**src/hw/rtl/brde_pkg.sv**
```systemverilog
`timescale 1ns / 1ps
// Package for the byte relative delta expander: widths, codes and the item
// type passed from the front end to the back end. No dependencies.
package brde_pkg;

    localparam int COUNT_BITS = 16;
    localparam int IDX_BITS   = COUNT_BITS + 1;
    localparam int VALUE_BITS = 32;
    localparam int QUEUE_DEPTH = 2;

    localparam logic [7:0] ESC_BYTE = 8'h80;

    // Escape byte counter values
    localparam logic [2:0] ESC_FULL = 3'd4;
    localparam logic [2:0] ESC_B1   = 3'd3;
    localparam logic [2:0] ESC_B2   = 3'd2;
    localparam logic [2:0] ESC_LAST = 3'd1;
    localparam logic [2:0] ESC_IDLE = 3'd0;

    // Configuration register indexes
    localparam logic CFG_SKIP_COUNT = 1'b0;
    localparam logic CFG_OUT_COUNT  = 1'b1;

    // Result status codes
    localparam logic [1:0] STATUS_OK        = 2'd0;
    localparam logic [1:0] STATUS_SHORT     = 2'd1;
    localparam logic [1:0] STATUS_ESC_TRUNC = 2'd2;

    typedef enum logic [1:0] {
        KIND_NONE,   // escape marker or gathered escape byte: nothing decoded
        KIND_DELTA,  // operand is a sign-extended delta
        KIND_ABS     // operand is a completed absolute value
    } item_kind_t;

    typedef struct packed {
        item_kind_t              kind;
        logic [VALUE_BITS-1:0]   operand;
        logic                    last;
        logic                    in_escape;  // escape still open after this byte
    } queue_item_t;

endpackage

```
**src/hw/rtl/brde_front.sv**
```systemverilog
`timescale 1ns / 1ps
// Front end: tracks escape sequences and classifies each input byte.
// Depends on brde_pkg.
module brde_front
    import brde_pkg::*;
(
    input  logic        clk,
    input  logic        rst_n,
    input  logic        accept,
    input  logic [7:0]  data_byte,
    input  logic        block_end,
    output queue_item_t item
);

    logic [2:0]  esc_left_reg, esc_left_next;
    logic [23:0] gather_reg, gather_next;

    always_comb
    begin
        esc_left_next = esc_left_reg;
        gather_next   = gather_reg;
        item.kind     = KIND_NONE;
        item.operand  = '0;
        item.last     = block_end;

        if (esc_left_reg != ESC_IDLE)
        begin
            esc_left_next = esc_left_reg - 3'd1;
            case (esc_left_reg)
                ESC_FULL: gather_next[7:0]   = data_byte;
                ESC_B1:   gather_next[15:8]  = data_byte;
                ESC_B2:   gather_next[23:16] = data_byte;
                ESC_LAST:
                begin
                    item.kind    = KIND_ABS;
                    item.operand = {data_byte, gather_reg};
                    gather_next  = '0;
                end
                default:  gather_next = gather_reg;
            endcase
        end
        else if (data_byte == ESC_BYTE)
        begin
            esc_left_next = ESC_FULL;
            gather_next   = '0;
        end
        else
        begin
            item.kind    = KIND_DELTA;
            item.operand = {{(VALUE_BITS-8){data_byte[7]}}, data_byte};
        end

        item.in_escape = (esc_left_next != ESC_IDLE);

        // The block's state clears after its final byte.
        if (block_end)
        begin
            esc_left_next = ESC_IDLE;
            gather_next   = '0;
        end
    end

    always_ff @(posedge clk or negedge rst_n)
    begin
        if (!rst_n)
        begin
            esc_left_reg <= ESC_IDLE;
            gather_reg   <= '0;
        end
        else if (accept)
        begin
            esc_left_reg <= esc_left_next;
            gather_reg   <= gather_next;
        end
    end

endmodule

```
**src/hw/rtl/brde_queue.sv**
```systemverilog
`timescale 1ns / 1ps
// Two-entry queue of classified items between the front and back ends.
// Depends on brde_pkg.
module brde_queue
    import brde_pkg::*;
(
    input  logic        clk,
    input  logic        rst_n,
    input  logic        push,
    input  queue_item_t push_item,
    output logic        full,
    input  logic        pop,
    output logic        not_empty,
    output queue_item_t head_item
);

    localparam int PTR_BITS = $clog2(QUEUE_DEPTH);
    localparam int CNT_BITS = $clog2(QUEUE_DEPTH + 1);

    queue_item_t          mem_reg [QUEUE_DEPTH];
    logic [PTR_BITS-1:0]  wr_ptr_reg, rd_ptr_reg;
    logic [CNT_BITS-1:0]  count_reg;

    assign full      = (count_reg == CNT_BITS'(QUEUE_DEPTH));
    assign not_empty = (count_reg != '0);
    assign head_item = mem_reg[rd_ptr_reg];

    always_ff @(posedge clk)
    begin
        if (push)
        begin
            mem_reg[wr_ptr_reg] <= push_item;
        end
    end

    always_ff @(posedge clk or negedge rst_n)
    begin
        if (!rst_n)
        begin
            wr_ptr_reg <= '0;
            rd_ptr_reg <= '0;
            count_reg  <= '0;
        end
        else
        begin
            if (push)
            begin
                wr_ptr_reg <= (wr_ptr_reg == PTR_BITS'(QUEUE_DEPTH - 1)) ? '0
                              : wr_ptr_reg + PTR_BITS'(1);
            end
            if (pop)
            begin
                rd_ptr_reg <= (rd_ptr_reg == PTR_BITS'(QUEUE_DEPTH - 1)) ? '0
                              : rd_ptr_reg + PTR_BITS'(1);
            end
            case ({push, pop})
                2'b10:   count_reg <= count_reg + CNT_BITS'(1);
                2'b01:   count_reg <= count_reg - CNT_BITS'(1);
                default: count_reg <= count_reg;
            endcase
        end
    end

endmodule

```
**src/hw/rtl/brde_back.sv**
```systemverilog
`timescale 1ns / 1ps
// Back end: running value, decoded count, output window and the result
// register. Depends on brde_pkg.
module brde_back
    import brde_pkg::*;
(
    input  logic                  clk,
    input  logic                  rst_n,
    input  logic [COUNT_BITS-1:0] skip_count,
    input  logic [COUNT_BITS-1:0] out_count,
    input  logic                  item_valid,
    input  queue_item_t           item,
    output logic                  item_pop,
    output logic                  res_valid,
    input  logic                  res_ready,
    output logic [VALUE_BITS-1:0] res_value,
    output logic                  res_value_valid,
    output logic                  res_last,
    output logic [1:0]            res_status
);

    localparam logic [IDX_BITS-1:0] IDX_MAX = '1;

    logic [VALUE_BITS-1:0] running_reg, running_next;
    logic [IDX_BITS-1:0]   idx_reg, idx_next;
    logic                  done_reg, done_next;
    logic                  out_valid_reg;
    logic [VALUE_BITS-1:0] out_value_reg;
    logic                  out_vvalid_reg, out_last_reg;
    logic [1:0]            out_status_reg;

    logic                  decoded, emit, finish, has_result;
    logic [IDX_BITS-1:0]   total;
    logic [VALUE_BITS-1:0] new_value;
    logic [VALUE_BITS-1:0] r_value;
    logic                  r_vvalid, r_last;
    logic [1:0]            r_status;

    assign item_pop = item_valid && (!out_valid_reg || res_ready);

    always_comb
    begin
        total     = {1'b0, skip_count} + {1'b0, out_count};
        decoded   = !done_reg && (item.kind != KIND_NONE);
        new_value = (item.kind == KIND_DELTA) ? running_reg + item.operand : item.operand;
        emit      = decoded && (idx_reg >= {1'b0, skip_count}) && (idx_reg < total);
        finish    = emit && ((idx_reg + IDX_BITS'(1)) == total);

        r_value    = new_value;
        r_vvalid   = 1'b1;
        r_last     = finish;
        r_status   = STATUS_OK;
        has_result = emit;
        if (!done_reg && item.last && !finish)
        begin
            has_result = 1'b1;
            r_last     = 1'b1;
            if (item.in_escape)
            begin
                r_value  = '0;
                r_vvalid = 1'b0;
                r_status = STATUS_ESC_TRUNC;
            end
            else
            begin
                r_value  = emit ? new_value : '0;
                r_vvalid = emit;
                r_status = STATUS_SHORT;
            end
        end

        running_next = running_reg;
        idx_next     = idx_reg;
        done_next    = done_reg;
        if (item.last)
        begin
            running_next = '0;
            idx_next     = '0;
            done_next    = 1'b0;
        end
        else if (decoded)
        begin
            running_next = new_value;
            if (idx_reg != IDX_MAX)
            begin
                idx_next = idx_reg + IDX_BITS'(1);
            end
            if (finish)
            begin
                done_next = 1'b1;
            end
        end
    end

    always_ff @(posedge clk or negedge rst_n)
    begin
        if (!rst_n)
        begin
            running_reg   <= '0;
            idx_reg       <= '0;
            done_reg      <= 1'b0;
            out_valid_reg <= 1'b0;
        end
        else
        begin
            if (item_pop)
            begin
                running_reg   <= running_next;
                idx_reg       <= idx_next;
                done_reg      <= done_next;
                out_valid_reg <= has_result;
            end
            else if (res_ready)
            begin
                out_valid_reg <= 1'b0;
            end
        end
    end

    always_ff @(posedge clk)
    begin
        if (item_pop && has_result)
        begin
            out_value_reg  <= r_value;
            out_vvalid_reg <= r_vvalid;
            out_last_reg   <= r_last;
            out_status_reg <= r_status;
        end
    end

    assign res_valid       = out_valid_reg;
    assign res_value       = out_value_reg;
    assign res_value_valid = out_vvalid_reg;
    assign res_last        = out_last_reg;
    assign res_status      = out_status_reg;

endmodule

```
**src/hw/rtl/byte_relative_delta_expander_unit.sv**
```systemverilog
`timescale 1ns / 1ps
// Top level of the byte relative delta expander: configuration registers and
// the front end, queue and back end. Depends on brde_pkg and the brde modules.
//
// Usage: compressed bytes enter on the s_ channel, one byte per transfer, with
// s_tlast marking the final byte of a compressed block. Each delta byte or
// completed four-byte escape decodes one 32-bit value; the values inside the
// window set by skip_count and out_count leave on the m_ channel, one per
// transfer. A block that ends early or inside an escape gives a final
// transfer with m_tlast set and an error status in m_tuser.
// The front end classifies each byte in the cycle of its transfer and writes
// it to a two-entry queue; the back end takes one item a cycle from the queue
// into the result register whenever that register is empty or being taken.
// A result passes through the queue and then the result register before it
// shows on m_tvalid; throughput is one byte per cycle while the receiver
// takes every result. When the receiver stalls, the result register holds
// and the queue fills, after which s_tready falls; nothing is dropped.
// Reset clears the decoding state, empties the queue and sets skip_count to 0
// and out_count to 1. Configuration writes take effect at the next edge and
// are meant for times when the block holds no work.
module byte_relative_delta_expander_unit
    import brde_pkg::*;
(
    input  logic                  clk,
    input  logic                  rst_n,
    // Input stream
    input  logic                  s_tvalid,
    output logic                  s_tready,
    input  logic [7:0]            s_tdata,   // [7:0] data_byte
    input  logic                  s_tlast,   // block_end
    // Output stream
    output logic                  m_tvalid,
    input  logic                  m_tready,
    output logic [VALUE_BITS-1:0] m_tdata,   // [31:0] value
    output logic                  m_tlast,   // res_last
    output logic [2:0]            m_tuser,   // [0] value_valid, [2:1] status
    // Configuration write port
    input  logic                  cfg_we,
    input  logic                  cfg_addr,
    input  logic [COUNT_BITS-1:0] cfg_wdata
);

    logic [COUNT_BITS-1:0] skip_count_reg;
    logic [COUNT_BITS-1:0] out_count_reg;

    logic        in_accept;
    logic        q_full, q_not_empty, q_pop;
    queue_item_t front_item, head_item;
    logic        res_value_valid;
    logic [1:0]  res_status;

    // Configuration registers: the write lands on the edge where cfg_we is high.
    always_ff @(posedge clk or negedge rst_n)
    begin
        if (!rst_n)
        begin
            skip_count_reg <= '0;
            out_count_reg  <= COUNT_BITS'(1);
        end
        else if (cfg_we)
        begin
            case (cfg_addr)
                CFG_SKIP_COUNT: skip_count_reg <= cfg_wdata;
                CFG_OUT_COUNT:  out_count_reg  <= cfg_wdata;
                default:        skip_count_reg <= skip_count_reg;
            endcase
        end
    end

    // An input transfer happens whenever s_tvalid is high and the queue has room.
    assign s_tready  = !q_full;
    assign in_accept = s_tvalid && s_tready;

    brde_front u_front (
        .clk       (clk),
        .rst_n     (rst_n),
        .accept    (in_accept),
        .data_byte (s_tdata),
        .block_end (s_tlast),
        .item      (front_item)
    );

    brde_queue u_queue (
        .clk       (clk),
        .rst_n     (rst_n),
        .push      (in_accept),
        .push_item (front_item),
        .full      (q_full),
        .pop       (q_pop),
        .not_empty (q_not_empty),
        .head_item (head_item)
    );

    brde_back u_back (
        .clk             (clk),
        .rst_n           (rst_n),
        .skip_count      (skip_count_reg),
        .out_count       (out_count_reg),
        .item_valid      (q_not_empty),
        .item            (head_item),
        .item_pop        (q_pop),
        .res_valid       (m_tvalid),
        .res_ready       (m_tready),
        .res_value       (m_tdata),
        .res_value_valid (res_value_valid),
        .res_last        (m_tlast),
        .res_status      (res_status)
    );

    assign m_tuser = {res_status, res_value_valid};

endmodule
```
**config.mk**
```make
export PLATFORM = sky130hd
export DESIGN_NAME = byte_relative_delta_expander_unit
export DESIGN_NICKNAME = d
export VERILOG_FILES = /design/src/hw/rtl/brde_pkg.sv /design/src/hw/rtl/brde_front.sv /design/src/hw/rtl/brde_queue.sv /design/src/hw/rtl/brde_back.sv /design/src/hw/rtl/byte_relative_delta_expander_unit.sv
export SDC_FILE = /design/constraint.sdc
export NUM_CORES = 1
export LEC_CHECK = 0
export BUFFER_PORTS_ARGS = -buffer_cell sky130_fd_sc_hd__buf_2
export CAP_MARGIN = 20
export CORE_UTILIZATION = 52
export DETAILED_ROUTE_END_ITERATION = 8
export PLACE_DENSITY = 0.79
export SYNTH_ARGS = -nofsm -noshare
export SYNTH_HDL_FRONTEND = slang
export SYNTH_SLANG_ARGS = --single-unit
```
**constraint.sdc**
```tcl
create_clock -name clk -period 6 [get_ports clk]
set_clock_uncertainty 0.2 [all_clocks]
set_input_delay 0.3 -clock clk [delete_from_list [all_inputs] [get_ports clk]]
set_output_delay 0.3 -clock clk [all_outputs]
set_load 0.02 [all_outputs]
```
==> run_results.csv <==
group,metric,value,unit
run_status,status,"completed",
routing,viasPerCell,6.02,
layout,syn_to_final_growth,14.0,%
logic_synthesis,syn_area_per_cell,11.0,sq um
clock_network,cts_buffers,24,
timing,maxSlewHeadroom,33.2,%
die,core_area,24500,sq um
timing,rsz0062_at_grt,"no",
grt,grt_pass1_wl,48.8,mm
logic_synthesis,syn_nets,1315,
timing,min_period,5040,ps
power_and_ir_drop,seqPwrFrac,29.5,%
setup_path,cp_slowest_cell,"fa_1",
logic_synthesis,yosysSeqAreaShare,46.5,%
layout,seq_area,6100,sq um
grt,first_global_vias,9433,
timing,post-route-period-util,83.9,%
logic_synthesis,ys.flop_type,"dfrtp_1",
grt,grt_antenna_before_repair,0,
clock_network,cts_buffer_depth,3,
routing,drtAntennaViolNets,0,
logic_synthesis,async_reset_ff_share,51.4,%
clock_network,clock-sinks,222,
power_and_ir_drop,p_int,5.06,mW
layout,n_antenna_cell,0,
die,io_pins,69,
routing,initialDrtViolationCount,739,
setup_path,start_kind,"flip-flop",
power_and_ir_drop,p_comb_share,52.0,%
setup_path,crit_chain,"ha_1 > fa_1 > a211oi_1 > o21ai_1 > a21o_1 > a31oi_2 > nand2b_1 > nand2_1 > ha_1 > a21o_1 > a211o_1 > a211oi_1 > a211oi_1 > nor2b_1 > nand2_2 > buf_4 > a22oi_1",
logic_synthesis,yosys_warnings,0,
layout,mostFrequentLayoutCells,"dfrtp_1, edfxtp_1, ha_1",
timing,drv_slew,0,
grt,grt_max_degree,66,
power_and_ir_drop,p_leak,6.47,nW
layout,drive_above_1_share,19.0,%
logic_synthesis,synth-seq-cells,222,
power_and_ir_drop,switching_share,41.4,%
clock_network,clk_pin_slew,60,ps
logic_synthesis,netlist_area,13100,sq um
power_and_ir_drop,finalPower,8.64,mW
timing,setup_violations,0,
clock_network,clock_latency,530,ps
setup_path,critical_path_arrival,5190,ps
logic_synthesis,synth_edf_count,108,
clock_network,clock-root-buffer,"clkbuf_16",
die,start_util,53.4,%
run,cap_violations,0,
timing,fin_setup_tns,0,ps
setup_path,slowest_delay,450,ps
routing,route.detailed.drc,0,
clock_network,cts-resized-gates,0,
clock_network,h-tree-depth,1,
timing,max_freq,199,MHz
setup_path,critPathMostFrequentCell,"a211oi_1",
logic_synthesis,syn_inst,1194,
hold_path,hold_path_class,"in2reg",
power_and_ir_drop,clockPowerShare,18.5,%
power_and_ir_drop,p_sw,3.58,mW
place,port_buffers,68,
grt,grt_usage,23.5,%
power_and_ir_drop,ir_worst_vdd,0.000268,V
routing,num_vias,9789,
die,fp.dieH,161,um
routing,wl_per_cell,18.3,um
setup_path,cp_data_required_time,6160,ps
die,die_width,161,um
timing,hold_viol,0,
setup_path,crit_type,"reg2reg",
layout,largest_reg_flops,72,
die,rows,57,
die,die-area,25800,sq um
place,place_hpwl,20.8,mm
clock_network,cts_tree,"yes",
timing,worst_pin_slew,1000,ps
power_and_ir_drop,powerDensity,578,nW/um^2
setup_path,cp-end-kind,"flip-flop",
grt,gr-total-overflow,0,
layout,fillCellCount,1966,
clock_network,ctsHoldBuffers,27,
routing,drt_pass1_iterations,5,
layout,final_common_cell,"dfrtp_1",
setup_path,cp_max_fo,20,
logic_synthesis,synth_cell_types,76,
layout,layout.nets,1406,
layout,multi_input_area,6750,sq um
place,place_congestion,0.894,
routing,wl,29.8,mm
layout,final_util,60.9,%
clock_network,post-cts-setup-buffer-count,0,
[power groups by stage]
stage / logic, mW / registers (mW) / clock network [mW]
after floorplan: 3.26 / 2.67 / 0
after global placement: 4.29 / 2.55 / 0
after detailed placement: 4.40 / 2.57 / 0
after CTS: 4.45 / 2.55 / 1.62
after global routing: 4.94 / 2.60 / 1.68
final: 4.49 / 2.55 / 1.60
[through the flow]
stage	setup slack, ps	area, sq um	std cells	hold slack, ps
after floorplan	1140	13100	1194	-196
after global placement	1230	13800	1554	250
after CTS	1010	14900	1625	69.7
after detailed placement	1020	13800	1554	267
after global routing	690	14900	1627	50.4
final	965	14900	1627	51.6
[cell families (layout without fill, tap and decap cells)]
family	Yosys count	in the layout	share of synthesized area (%)
compound gates	346	346	18.5
simple gates	305	305	11.4
mux	89	89	7.49
xor+xnor	70	70	5.10
fa+ha+maj	90	90	8.71
flops	222	222	46.5
buf+inv	72	181	2.26
[worst paths after layout]
kind                                                    from                                 end  slack, ps  cells after the start
min reg2reg                u_front.gather_reg[6]$_DFFE_PN0P_   u_front.gather_reg[6]$_DFFE_PN0P_        310                      1
max reg2reg                    skip_count_reg[0]$_DFFE_PN0P_      u_back.res_value[31]$_DFFE_PP_        960                     17
max                            skip_count_reg[0]$_DFFE_PN0P_      u_back.res_value[31]$_DFFE_PP_        960                     17
min in group asynchronous                              rst_n        out_count_reg[4]$_DFFE_PN0P_        240                      2
max in group asynchronous                              rst_n  u_back.running_reg[16]$_DFFE_PN0P_       4130                      3
min                                                   cfg_we       skip_count_reg[1]$_DFFE_PN0P_         50                      4
[layout make-up]
class                      instances  share of cell area [%]
multi-input combinational        900                    45.1
sequential                       222                    40.8
timing repair buffer             110                    4.92
clock buffer                      30                    4.30
tap                              324                    2.71
clock inverter                    14                    1.45
inverter                          27                   0.678
[routing by layer]
metal / routed length, um / global-route usage, % / share of wire (%)
met1: 14000 / 34.2 / 47
met2: 13600 / 37.2 / 46
met3: 1690 / 2.79 / 5.7
met4: 571 / 6.43 / 1.9
met5: 0 / 0 / 0
[critical path, delay by kind of cell, from the launching register on]
| family | cells | cell delay, ps |
|---|---|---|
| flops | 1 | 390 |
| compound gates | 9 | 2090 |
| fa+ha+maj | 3 | 980 |
| buf+inv | 1 | 370 |
| simple gates | 4 | 850 |
[synth_stat cells, types with 7 or more instances]
cell,number,share of area (%)
nor2_1,87,2.5
o21ai_0,60,2.3
nor2b_1,13,0.62
mux2_2,73,6.3
or3_1,13,0.62
nand2b_1,14,0.67
edfxtp_1,108,25
inv_1,27,0.77
nand3_1,16,0.61
nor3_1,19,0.73
a21o_1,57,3.3
mux2i_1,16,1.2
a21oi_1,66,2.5
a21oi_2,29,1.9
nand2_1,76,2.2
nor4_1,7,0.33
a211oi_1,41,2.3
and2_1,18,0.86
a22o_1,9,0.60
a31oi_1,8,0.38
dfrtp_1,113,22
clkbuf_1,39,1.1
and3_1,14,0.67
ha_1,88,8.4
xor2_1,30,2.0
xnor2_1,36,2.4
o21a_1,11,0.63
(Power assumes the default switching activity.)
